<file path="config.mk">
export PLATFORM = sky130hd
export DESIGN_NAME = epa_ram
export DESIGN_NICKNAME = d
export VERILOG_FILES = /design/src/rtl/epa_ram.sv
export SDC_FILE = /design/constraint.sdc
export NUM_CORES = 2
export LEC_CHECK = 0
export BUFFER_PORTS_ARGS = -buffer_cell sky130_fd_sc_hd__buf_4
export CAP_MARGIN = 20
export CORE_AREA = 2 2 468 470
export CTS_CLUSTER_DIAMETER = 100
export DETAILED_ROUTE_END_ITERATION = 10
export DIE_AREA = 0 0 470 472
export GPL_ROUTABILITY_DRIVEN = 0
export PLACE_DENSITY = 0.67
export RECOVER_POWER = 50
export SYNTH_ARGS = -nofsm -noshare
export SYNTH_HDL_FRONTEND = slang
export SYNTH_SLANG_ARGS = --single-unit
export TNS_END_PERCENT = 20
</file>
<file path="constraint.sdc">
create_clock -name clk -period 2.5 [get_ports clk]
set_clock_uncertainty 0.15 [all_clocks]
set_input_delay 0.375 -clock clk [delete_from_list [all_inputs] [get_ports clk]]
set_output_delay 0.375 -clock clk [all_outputs]
set_load 0.01 [all_outputs]
</file>
<file path="src/rtl/epa_ram.sv">
module epa_ram #(
    parameter int WIDTH = 8,
    parameter int DEPTH = 256
) (
    input  logic                     clk,
    input  logic                     we,
    input  logic [$clog2(DEPTH)-1:0] waddr,
    input  logic [WIDTH-1:0]         wdata,
    input  logic [$clog2(DEPTH)-1:0] raddr_a,
    input  logic [$clog2(DEPTH)-1:0] raddr_b,
    output logic [WIDTH-1:0]         rdata_a,
    output logic [WIDTH-1:0]         rdata_b
);

    logic [WIDTH-1:0] mem [DEPTH];

    always_ff @(posedge clk)
    begin
        if (we)
        begin
            mem[waddr] <= wdata;
        end
        rdata_a <= mem[raddr_a];
        rdata_b <= mem[raddr_b];
    end

endmodule

</file>
; ---- Word level (Yosys, flattened, before mapping)
; Memories as Yosys holds them, arrays and structs flattened. A register that Yosys moved wholly into a read port is not among the register bits.
; Cells that the tools add are included.
[op_classes]
mux = 2
[ops]
columns = cell, count
row1 = two-way mux 1 bit, 2
[word_totals]
output_inout_bits = 16
memories = 1
ramBits = 2048
word_cells = 3
in_bits = 34
ff_bits = 0
[memory_table]
columns = name, depth, width, read_ports, rd_clocked_by_memory_dff, wr, line
row1 = mem, 256, 8, 2, 2, 1, 15  ; logic [WIDTH-1:0] mem [DEPTH];

; ---- Depth between registers and ports, before layout
[logic_depth]
word_depth = 2
mapped_depth = 12
ltp_nobuf = 6

; ---- Worst setup path after synthesis
; OpenSTA, ideal clock, no wires.
[synth_path]
path_kind = input -> register
startpoint = input port raddr_b[0]
endpoint = register rdata_b[0] (read register of mem)
setup_time_ns = 0.140
path_buffers = 3
required_time_ns = 2.210
path_slack_ns = -0.066
arrival_time_ns = 2.276
stages = 9
path_cell_list = buf_4 buf_6 buf_2 mux4_2 mux4_2 nand2_1 a21oi_1 a21oi_1 a221oi_2
[synth_rtl]
columns = item, line
row1 = start: declaration, 10  ; input logic [$clog2(DEPTH)-1:0] raddr_b,
row2 = end: declaration, 12  ; output logic [WIDTH-1:0] rdata_b

==> metrics.txt <==
Num Clock Sinks roughly 2.1k; CTS tree yes; Power Dens Cells 678 mW/mm2; CTS clock-pin slew for the worst setup and hold paths 0.06 ns; initial DRC count between 9k and 10k; Avg Inst Size Synth 20.0 um2; vias in the first global route 58.7k; port bufs 49; DRT Pass-1 Iters 7; Worst VDD drop roughly 0.00055 V; FF-to-FF End rdata_a[4]$_DFF_P_; Synth-to-Final Area Change 18.5%; WHS Path Cells 4; synthesized area 0.0970 mm2; most frequent cells in the layout 2048 x edfxtp_1, 1051 x mux4_2, 945 x buf_4; Crit Reg-Reg Startpoint mem[247][4]$_DFFE_PP_; Total Routing Usage GR 0.279; die area ~0.22 mm2; hold path startpoint waddr[3]; Worst-Margin Slew 2.54 ns; most common library cell in the layout ignoring fill and taps edfxtp_1; M2 GR Usage 0.429; sequential-to-total area share from yosys stat 0.637; synth warn 0; DP HPWL 218000 um; M3 GR Usage 0.0701; Hold Path Class input pin to flop; DR WL/cell 35.3 um; Final Hold Fails 0; RSZ-0062 raised after global routing yes; Final Slew Violations 231; Tmin final 2.59 ns; Rel. slew slack -0.692; ratio of cells with drive above 1 in the final layout 0.432; fmax slightly below 0.4 GHz; # fillers 16.7k; global-route wire length before repair 439000 um; CP required around 3.1 ns; total number of vias a little under 60k; cells on worst reg2reg path 7; R2R setup slack -0.09 ns; fin area 0.115 mm2; Post-Syn Nets 4881; Rows 171; Die X about 470 um; CP Data Arrival Time 3.20 ns; final antenna-violating net count 0; ys flop type edfxtp_1; EDFF count, synth 2048; post-synthesis register bit count 2064; P_leak 37.9 nW; Setup WS post-layout -0.0855 ns; Post-Syn Instances 4847; # IOs 50; Cell variety after synth between 60 and 70; worst setup path class flop to flop; CP max FO 2; max cap viols 4; pin count of the biggest net entering global routing 90; core area 0.217 mm2; dpl ws -1.41 ns; Die Ht 472 um; M1 GR Usage 0.378; busiest layer in global routing met2; violated checks max-capacitance violations, max-slew violations, negative setup slack; Remaining Overflow, GRT 0; Cell Area, Placed approximately 0.11 mm2; Final Cycle Share 1.03; starting density of the core 0.448; Nets 5820; clock root buffer clkbuf_16; post-DR vias/cell 6.66; H-tree levels 4; TritonCTS buffer count 210; WHS Endpoint mem[206][7]$_DFFE_PP_; Multi-input gate area ~0.033 mm2; Clock Tree Buf Depth 3; crit path capture type flop; DRT Wirelength about 310000 um; initial antenna violation count 20; register area around 0.062 mm2; DRC errors left 0; worst skew pair latency 0.89 ns; asr flop ratio synth 0; Setup violations, final 94; status finished, violations left; Core Util, Final 0.531; startpoint types flop
## per-layer routing
layer / vias up / wire [um]
li1: 22900 / -
met1: 30900 / 113000
met2: 4144 / 144000
met3: 765 / 38400
met4: 20 / 16300
met5: - / 126
## worst max-delay path: stages (launching register included)
cell and delay [ns]:
edfxtp_1 0.38, mux4_2 0.52, mux4_2 0.56, nand2_4 0.17, o31ai_4 0.14, a211oi_2 0.32, buf_4 0.21, nor4_1 0.04
## Yosys cell counts (all sizes together), types with 12 or more instances
| cell type | number | share of area |
|---|---|---|
| buf | 258 | 0.022 |
| dfxtp | 16 | 0.0033 |
| edfxtp | 2048 | 0.63 |
| a21oi | 79 | 0.0041 |
| a22o | 22 | 0.0020 |
| nor2 | 299 | 0.012 |
| a22oi | 62 | 0.0048 |
| a221oi | 37 | 0.0037 |
| mux2 | 38 | 0.0044 |
| nor2b | 27 | 0.0017 |
| o22ai | 48 | 0.0031 |
| o21ai | 37 | 0.0019 |
| and2 | 12 | 0.00077 |
| a211oi | 28 | 0.0022 |
| mux2i | 236 | 0.024 |
| o211ai | 13 | 0.0010 |
| nor3 | 21 | 0.0011 |
| o221ai | 67 | 0.0062 |
| clkbuf | 137 | 0.0053 |
| mux4 | 1051 | 0.24 |
| nand2 | 114 | 0.0044 |
| nand4 | 13 | 0.00084 |
| nand3 | 52 | 0.0027 |
## repair_timing
action | 4_1_cts | 5_1_grt
gates cloned | 0 | 2
endpoints found under the hold margin | 221 | 0
setup endpoints to repair | 15 | 16
hold buffers | 10 | 0
resized for setup | 40 | 42
setup buffers | 0 | 0
pin swaps | 7 | 12
## state kept, by name, indices dropped and copies added, names as in the netlist
name / flops
rdata_b: 8
mem: 2048
rdata_a: 8
## layout make-up
| class | instances | share of cell area |
|---|---|---|
| Tap cell | 2854 | 0.0311 |
| Clock inverter | 137 | 0.0128 |
| Sequential cell | 2064 | 0.538 |
| Inverter | 6 | 0.000229 |
| Multi-Input combinational cell | 2382 | 0.286 |
| Antenna cell | 10 | 0.000218 |
| Timing Repair Buffer | 1122 | 0.0841 |
| Clock buffer | 250 | 0.0479 |
## how the worst max path moves through the flow
stage                                from                  to  slack, ns  depth (start not counted)
floorplan                      raddr_b[0]  rdata_b[0]$_DFF_P_      -0.03                          8
global placement               raddr_a[0]  rdata_a[3]$_DFF_P_      -1.42                          9
detailed placement             raddr_a[0]  rdata_a[3]$_DFF_P_      -1.41                          9
CTS                 mem[246][4]$_DFFE_PP_  rdata_a[4]$_DFF_P_      -0.12                          7
global route        mem[247][4]$_DFFE_PP_  rdata_a[4]$_DFF_P_      -0.07                          7
finish              mem[247][4]$_DFFE_PP_  rdata_a[4]$_DFF_P_      -0.09                          7
## cell families after synthesis
kind of cell,Yosys count,share of synthesized area
DFF,2064,0.637
and+or+nand+nor,591,0.0270
muxes,1325,0.273
buffers and inverters,401,0.0273
AOI/OAI and AO/OA,466,0.0354
## power by group
part / internal (mW) / switching (mW) / leakage [nW]
combinational: 3.27 / 4.31 / 16.0
clock: 18.2 / 13.8 / 3.39
sequential: 38.2 / 0.176 / 18.5
## per-stage QoR
step | total power [mW] | TNS [ns] | hold WS, ns | std cells
2_1_floorplan | 42.7 | -0.130 | 0.324 | 4847
3_3_place_gp | 46.3 | -21.37 | 0.644 | 8418
3_5_place_dp | 46.4 | -19.62 | 0.658 | 8418
4_1_cts | 78.1 | -0.247 | 0.00147 | 8815
5_1_grt | 79.7 | -2.14 | 0.0667 | 8817
6_report | 77.9 | -2.51 | 0.0668 | 8825
No activity file was read; power rests on OpenSTA's default activity.
