<file path="config.mk">
export PLATFORM = sky130hd
export DESIGN_NAME = epa_score
export DESIGN_NICKNAME = d
export VERILOG_FILES = /design/src/rtl/epa_pkg.sv /design/src/rtl/epa_score.sv
export SDC_FILE = /design/constraint.sdc
export NUM_CORES = 2
export LEC_CHECK = 0
export CORE_UTILIZATION = 65
export CTS_CLUSTER_SIZE = 30
export DETAILED_ROUTE_END_ITERATION = 16
export DONT_BUFFER_PORTS = 1
export PLACE_DENSITY = 0.81
export SYNTH_ARGS = -nofsm -noshare
export SYNTH_HDL_FRONTEND = slang
export SYNTH_SLANG_ARGS = --single-unit
</file>
<file path="constraint.sdc">
create_clock -name clk -period 22.4 [get_ports clk]
set_input_delay 2.24 -clock clk [delete_from_list [all_inputs] [get_ports clk]]
set_output_delay 2.24 -clock clk [all_outputs]
set_load 0.01 [all_outputs]
</file>
<file path="src/rtl/epa_pkg.sv">
package epa_pkg;

    localparam int NUM_PARTS    = 8;
    localparam int NUM_VERTICES = 65536;

    localparam int PART_W   = $clog2(NUM_PARTS);
    localparam int PART_POW = 2 ** PART_W;
    localparam int VERT_W   = $clog2(NUM_VERTICES);

    localparam int REP_W    = 4;
    localparam int EC_W     = 32;
    localparam int VC_W     = 17;
    localparam int RECIP_W  = 32;
    localparam int ET_W     = EC_W + RECIP_W - 16;
    localparam int VT_W     = VC_W + RECIP_W - 16;
    localparam int SC_W     = ET_W + 4;
    localparam int Q_ONE    = 65536;

    localparam int CHOSEN_W = 3;
    localparam int CFG_IDX_W = 3;
    localparam int CFG_DAT_W = 32;

    localparam logic [CFG_IDX_W-1:0] REG_PARTS_IN_USE = 3'd0;
    localparam logic [CFG_IDX_W-1:0] REG_HOME_PART    = 3'd1;
    localparam logic [CFG_IDX_W-1:0] REG_HOME_BONUS   = 3'd2;
    localparam logic [CFG_IDX_W-1:0] REG_EDGE_RECIP   = 3'd3;
    localparam logic [CFG_IDX_W-1:0] REG_VERT_RECIP   = 3'd4;
    localparam logic [CFG_IDX_W-1:0] REG_FAULT_MODE   = 3'd5;
    localparam logic [CFG_IDX_W-1:0] REG_FAULT_BONUS  = 3'd6;

    typedef struct packed {
        logic [NUM_PARTS-1:0] memb;
        logic [REP_W-1:0]     rep;
    } vword_t;

    typedef struct packed {
        logic              en;
        logic [PART_W-1:0] part;
        logic [1:0]        vinc;
    } upd_t;

    function automatic logic [EC_W-1:0] ec_inc(input logic [EC_W-1:0] c);
        return (&c) ? c : c + 1'b1;
    endfunction

    function automatic logic [VC_W-1:0] vc_add(input logic [VC_W-1:0] c,
                                               input logic [1:0] inc);
        logic [VC_W:0] s;
        s = {1'b0, c} + (VC_W+1)'(inc);
        return s[VC_W] ? {VC_W{1'b1}} : s[VC_W-1:0];
    endfunction

endpackage

</file>
<file path="src/rtl/epa_score.sv">
module epa_score (
    input  logic                        clk,
    input  logic                        load,
    input  epa_pkg::vword_t             src_word,
    input  epa_pkg::vword_t             dst_word,
    input  logic [3:0]                  parts_in_use,
    input  logic [2:0]                  home_partition,
    input  logic [15:0]                 home_bonus,
    input  logic                        fault_mode,
    input  logic [19:0]                 fault_bonus,
    input  logic [epa_pkg::ET_W-1:0]    eterm [epa_pkg::NUM_PARTS],
    input  logic [epa_pkg::VT_W-1:0]    vterm [epa_pkg::NUM_PARTS],
    output logic [epa_pkg::PART_W-1:0]  best
);
    import epa_pkg::*;

    typedef struct packed {
        logic                   ok;
        logic [PART_W-1:0]      idx;
        logic signed [SC_W-1:0] sc;
    } cand_t;

    logic signed [SC_W-1:0] sc_reg [NUM_PARTS];
    logic [NUM_PARTS-1:0]   ok_reg;
    logic signed [SC_W-1:0] sc_next [NUM_PARTS];
    logic [NUM_PARTS-1:0]   ok_next;
    cand_t                  node [2*PART_POW];

    function automatic logic signed [SC_W-1:0] ep_term(input logic held,
                                                       input logic [REP_W-1:0] rep,
                                                       input logic fm,
                                                       input logic [19:0] fb);
        logic signed [SC_W-1:0] t;
        t = '0;
        if (!held)
        begin
            t = -SC_W'(Q_ONE);
            if (fm && rep == REP_W'(1))
            begin
                t = t + SC_W'(fb);
            end
        end
        return t;
    endfunction

    always_comb
    begin
        int n;
        n = int'(parts_in_use);
        if (n == 0)
        begin
            n = 1;
        end
        if (n > NUM_PARTS)
        begin
            n = NUM_PARTS;
        end
        for (int p = 0; p < NUM_PARTS; p++)
        begin
            ok_next[p] = (p < n);
            sc_next[p] = ep_term(src_word.memb[p], src_word.rep, fault_mode, fault_bonus)
                       + ep_term(dst_word.memb[p], dst_word.rep, fault_mode, fault_bonus)
                       - SC_W'(eterm[p]) - SC_W'(vterm[p])
                       + ((int'(home_partition) == p) ? SC_W'(home_bonus) : SC_W'(0));
        end
    end

    always_ff @(posedge clk)
    begin
        if (load)
        begin
            sc_reg <= sc_next;
            ok_reg <= ok_next;
        end
    end

    // Max tree; on equal scores the lower index wins.
    always_comb
    begin
        for (int i = 0; i < PART_POW; i++)
        begin
            if (i < NUM_PARTS)
            begin
                node[PART_POW+i] = {ok_reg[i], PART_W'(i), sc_reg[i]};
            end
            else
            begin
                node[PART_POW+i] = '0;
            end
        end
        node[0] = '0;
        for (int k = PART_POW - 1; k >= 1; k--)
        begin
            if (!node[2*k+1].ok || (node[2*k].ok && node[2*k].sc >= node[2*k+1].sc))
            begin
                node[k] = node[2*k];
            end
            else
            begin
                node[k] = node[2*k+1];
            end
        end
    end

    assign best = node[1].idx;

endmodule

</file>
== After elaboration in Yosys (flattened, before gate mapping) ==
Index checks and enable logic that the tools add are counted.

* Logic and storage cells: 127
* Input bits: 718
* Flip-flop bits (word level): 424
* Output and inout bits: 3

* Multiplexer cells: 35
* Equal/unequal tests: 9
* $add $sub $neg: 33
* Reductions and logical operators: 25
* $lt $le $gt $ge: 16

{| class="wikitable"
|+ Operators with widths
! cell !! count
|-
| $mux 52 || 18
|-
| $add 52x16->52 || 8
|-
| $add 52x52->52 || 8
|-
| $sub 52x33->52 || 8
|-
| $sub 52x48->52 || 8
|-
| $ge 52x52->1 || 7
|-
| $mux 56 || 6
|-
| $lt 4x32->1 const A || 4
|-
| $mux 16 || 8
|-
| $lt 3x32->1 const A || 2
|-
| $mux 55 || 1
|-
| $gt 32x5->1 const B || 1
|-
| $lt 1x32->1 const A || 1
|-
| $lt 2x32->1 const A || 1
|-
| $mux 32 || 1
|-
| $add 17x21->22 const A || 1
|-
| $eq 3x3->1 const B || 4
|-
| $logic_and 1x1->1 || 9
|-
| $eq 4x1->1 const B || 2
|-
| $logic_not 1->1 || 7
|-
| $logic_or 1x1->1 || 7
|-
| $eq 3x2->1 const B || 2
|-
| $logic_not 4->1 || 1
|-
| $mux 4 || 1
|-
| other kinds (2) || 2
|}

== Logic depth before layout (Yosys ltp) ==
* Depth in word-level cells: 12
* Gate-level depth with buffers: 41
* Depth with buffers taken out: 36

== Least setup slack after synthesis ==
Ideal clock, no wire load.

* Path type: register to output
* Start point: reg sc_reg, in the netlist node[193]
* End point: out best[1] (netlist bit)
* Setup slack: 12.498 ns
* Stages on the path, launching flop included: 40
* Buffers on the path: 4
* Arrival time: 7.662 ns
* Required time: 20.160 ns
* Cells stage by stage: edfxtp_1 ha_1 a21o_1 a21o_1 a21oi_1 o21ai_0 a211o_1 a211oi_1 o21ai_0 xnor2_1 a21oi_1 clkbuf_1 buf_2 mux2i_1 inv_1 ha_1 a21o_1 a21oi_1 (+4 left out) o21ai_0 xor2_1 o221ai_1 buf_2 mux2_2 ha_1 a21o_1 a21o_1 a21oi_1 o21ai_0 a221oi_1 nor2_1 nor4_1 o21ai_0 mux2_2 a2bb2oi_1 mux2i_1 buf_4

{| class="wikitable"
|+ RTL lines
! element !! RTL line !! text
|-
| start, declared || epa_score.sv:23 || <nowiki>logic signed [SC_W-1:0] sc_reg [NUM_PARTS];</nowiki>
|-
| start signal, assigned || epa_score.sv:72 || <nowiki>sc_reg <= sc_next;</nowiki>
|-
| end, declared || epa_score.sv:13 || <nowiki>output logic [epa_pkg::PART_W-1:0] best</nowiki>
|}

== Worst setup path after layout ==
* Start point: reg sc_reg, in the netlist node[169]
* End point: out best[0] (netlist bit)

* Cells in the longest elaborated chain, start to end: 12
* Elaborated cells between the ends (all ways): 13
* Classes of those cells: 3 x order compare; 3 x mux; 7 x reduce/logical

{| class="wikitable"
|+ RTL lines
! element !! RTL line !! text
|-
| $ge 52x52->1 || epa_score.sv:94 || <nowiki>if (!node[2*k+1].ok || (node[2*k].ok && node[2*k].sc >= node[2*k+1].sc))</nowiki>
|-
| $logic_and 1x1->1 || epa_score.sv:94 ||
|-
| $logic_or 1x1->1 || epa_score.sv:94 ||
|-
| $mux 56 (*) || epa_score.sv:94 ||
|-
| $ge 52x52->1 || epa_score.sv:94 ||
|-
| $logic_and 1x1->1 || epa_score.sv:94 ||
|-
| $logic_or 1x1->1 || epa_score.sv:94 ||
|-
| $mux 56 (*) || epa_score.sv:94 ||
|-
| $ge 52x52->1 || epa_score.sv:94 ||
|-
| $logic_and 1x1->1 || epa_score.sv:94 ||
|-
| $logic_or 1x1->1 || epa_score.sv:94 ||
|-
| $mux 55 (*) || epa_score.sv:94 ||
|}

Mark *: on every way between the ends. The rest lies on a longest branch, timed or not.

==> flow_metrics.env <==
export IMPL_fin_tns_setup_ps=0
export IMPL_die_w_microns=335
export IMPL_endpoint_kind="output pin"
export IMPL_period_needed_ps=14340
export IMPL_antenna_found_initial=16
export IMPL_total_power_mw=8.97
export IMPL_ctsHoldBuffers=0
export IMPL_min_period_over_period_pct=64.0
export IMPL_ant_nets=0
export IMPL_rsz0062_at_grt="false"
export IMPL_critPathCapture="best[0]"
export IMPL_wl_microns=235000
export IMPL_cpMaxStageDelayCell="a21oi_4"
export IMPL_start_util_pct=65.9
export IMPL_syn_area_sq_um=72100
export IMPL_wl_per_cell_microns=26.0
export IMPL_grt_first_pass_wirelength_microns=348000
export IMPL_path_class="flip-flop to output pin"
export IMPL_fmax_mhz=69.7
export IMPL_via_per_inst=6.33
export IMPL_design_area_sq_um=75500
export IMPL_cts_buffers_inserted=50
export IMPL_rows=121
export IMPL_cp_arrival_ps=12100
export IMPL_slew_headroom_pct=-67.9
export IMPL_drt_initial_drc_count=5607
export IMPL_synth_edff_count=424
export IMPL_first_pass_iters=6
export IMPL_ys_warnings_count=0
export IMPL_tightest_slew_ps=2520
export IMPL_ys_ff_latch=424
export IMPL_drv_slew=246
export IMPL_outcome="finished, violations left"
export IMPL_yosysUniqueCellTypes=94
export IMPL_synth_async_reset_ratio_pct=0
export IMPL_report_final_hold_viol_count=0
export IMPL_fin_cells=9028
export IMPL_place_area_sq_um=73800
export IMPL_drcViolationCount=0
export IMPL_grt_pass1_vias=57100
export IMPL_hold_path_class="input pin to flip-flop"
export IMPL_cts_max_path_buffers=3
export IMPL_slowest_delay_ps=800
export IMPL_grt_ovfl_total=0
export IMPL_syn2layout_area_growth_pct=4.73
export IMPL_cts_tree="yes"
export IMPL_dpl_cell_count=8908
export IMPL_postSynthNetCount=10200
export IMPL_numPortBuffers=0
export IMPL_grt_max_degree=425
export IMPL_cts_setup_buffers=0
export IMPL_crit_path_max_fanout=33
export IMPL_setup_worst_path_start="node[169]"
export IMPL_ioPinCount=721
export IMPL_p_per_area_nw_per_um2=119
export IMPL_cts_resized=0
export IMPL_die_area_sq_um=112000
export IMPL_ys_seq_area_share_pct=17.7
export IMPL_setup_viol=0
export IMPL_cp_required_ps=20160
export IMPL_drive_above_1_share_pct=3.40
export IMPL_largest_reg_flops=416
export IMPL_core_area_sq_um=109000
export IMPL_ctsRootBufferMaster="clkbuf_16"
export IMPL_leakage_nw=37.9
export IMPL_track_usage_pct=41.8
export IMPL_nets=10200
export IMPL_violations="max-capacitance violations, max-slew violations"
export IMPL_dpl_hpwl_microns=197000
export IMPL_die_h_microns=335
export IMPL_vdd_drop_max_v=0.000103
export IMPL_drv_cap=2
export IMPL_place_gp_congestion=1.03
export IMPL_htreeDepth=2
export IMPL_start_kind="flip-flop"
export IMPL_vias=57200
export IMPL_synth_ff_type="edfxtp_1"
export IMPL_syn_area_per_cell_sq_um=9.58
export IMPL_clkTransAtPathRegs_ps=60
export IMPL_cts_sinks=424
export IMPL_worst_path_most_repeated_cell="o21ai_0"
export IMPL_syn_inst=7532
export IMPL_whs_ps=1720
-- synth_stat cells (all sizes together) (20+ instances only) --
cell type	count	area [sq um]
ha	1181	14800
edfxtp	424	12700
fa	776	15500
nand3	96	480
and2	149	932
o21bai	47	353
nand2b	47	294
and3	42	263
inv	1230	4620
nand4	117	732
a31oi	37	250
a21o	310	2330
nor2b	83	519
a21oi	491	2480
a211oi	65	503
o21a	72	541
buf	35	179
nor2	608	2280
o21ai	257	1290
mux2	53	597
xnor2	238	2080
o31ai	20	179
clkbuf	103	387
nand2	287	1080
mux2i	263	2630
xor2	131	1150
nor3	51	255
or2	42	263
o211ai	23	186
-- where the power goes --
group	total (mW)	leakage, nW	internal (mW)	switching (mW)
logic	6.45	32.9	2.58	3.87
clock network	0.880	0.815	0.511	0.368
registers	1.64	4.15	1.42	0.215
total	8.97	37.9	4.51	4.46
-- per-layer routing --
layer	global-route usage, %	vias up	part of all wire, %
met5	0	-	0.041
met3	10.6	540	11
met1	55.2	28000	40
li1	-	25800	-
met4	21.0	16	6.1
met2	63.7	2858	43
-- cell usage in the layout (no fill, tap or decap), types with 11 or more instances in the layout --
master	netlist	layout
a21oi_1	486	483
clkbuf_1	103	11
nand3_1	96	96
ha_1	1181	1181
a31oi_1	34	34
o21ai_1	19	19
fa_1	776	776
o21ai_0	238	238
a211oi_1	62	62
buf_4	3	38
edfxtp_1	424	424
clkbuf_16	0	51
nand4_1	117	117
a21boi_0	11	11
o21a_1	72	71
and3_1	42	42
nand2_1	287	287
a21o_1	309	309
xor2_1	131	131
o31ai_1	16	16
nor4_1	16	16
a2111oi_0	11	11
nor2b_1	83	83
diode_2	0	28
or3_1	15	15
mux2i_1	263	263
o21bai_1	47	47
and4_1	18	18
nor2_1	608	600
and2_1	148	148
nand2b_1	47	47
a221oi_1	16	16
o211ai_1	22	22
xnor2_1	238	238
inv_1	1230	1230
mux2_2	53	53
or2_2	40	40
nor3_1	51	51
-- layout make-up --
cell class                      count  area [sq um]
Fill cell                        8672         33900
Antenna cell                       28          70.1
Clock inverter                     30           375
Inverter                         1230          4620
Multi-Input combinational cell   5740         54300
Timing Repair Buffer               38           285
Sequential cell                   424         12700
Clock buffer                       62          1320
Tap cell                         1476          1850
-- stage by stage --
stage          util [%]  setup slack (ps)
6_report           69.0              8060
5_1_grt            69.0              7320
4_1_cts            68.9              8030
3_5_place_dp       67.4              8720
3_3_place_gp       67.4              8950
2_1_floorplan         -             12500
-- worst max-delay path, delay by kind of cell, from the launching register on --
kind	cells	cell delay, ps
compound gates	15	4300
simple gates	7	2330
mux	4	1720
buf+inv	3	1260
fa+ha+maj	3	980
flops	1	400
xor+xnor	2	370
-- worst min path at each step --
stage               cells after the start       startpoint         to  slack, ps
floorplan                               0             load    node[0]       2350
global placement                        0  parts_in_use[3]  ok_reg[7]       2340
detailed placement                      0  parts_in_use[3]  ok_reg[7]       2340
CTS                                     0  parts_in_use[3]  ok_reg[7]       1700
global route                            0  parts_in_use[3]  ok_reg[7]       1710
finish                                  0  parts_in_use[3]  ok_reg[7]       1720
-- logic make-up (layout without fill, tap and decap cells) --
kind of cell               count (synthesis)  after routing  share of synthesized area [%]
adders and majority gates               1957           1957                           42.0
muxes                                    316            316                           4.48
DFF                                      424            424                           17.7
AOI/OAI and AO/OA                       1501           1501                           13.6
xor gates and xnor gates                 369            369                           4.48
other                                      1             29                        0.00520
and+or+nand+nor                         1596           1596                           10.6
buffers and inverters                   1368           1360                           7.18
Power figures use the tool's default switching activity.
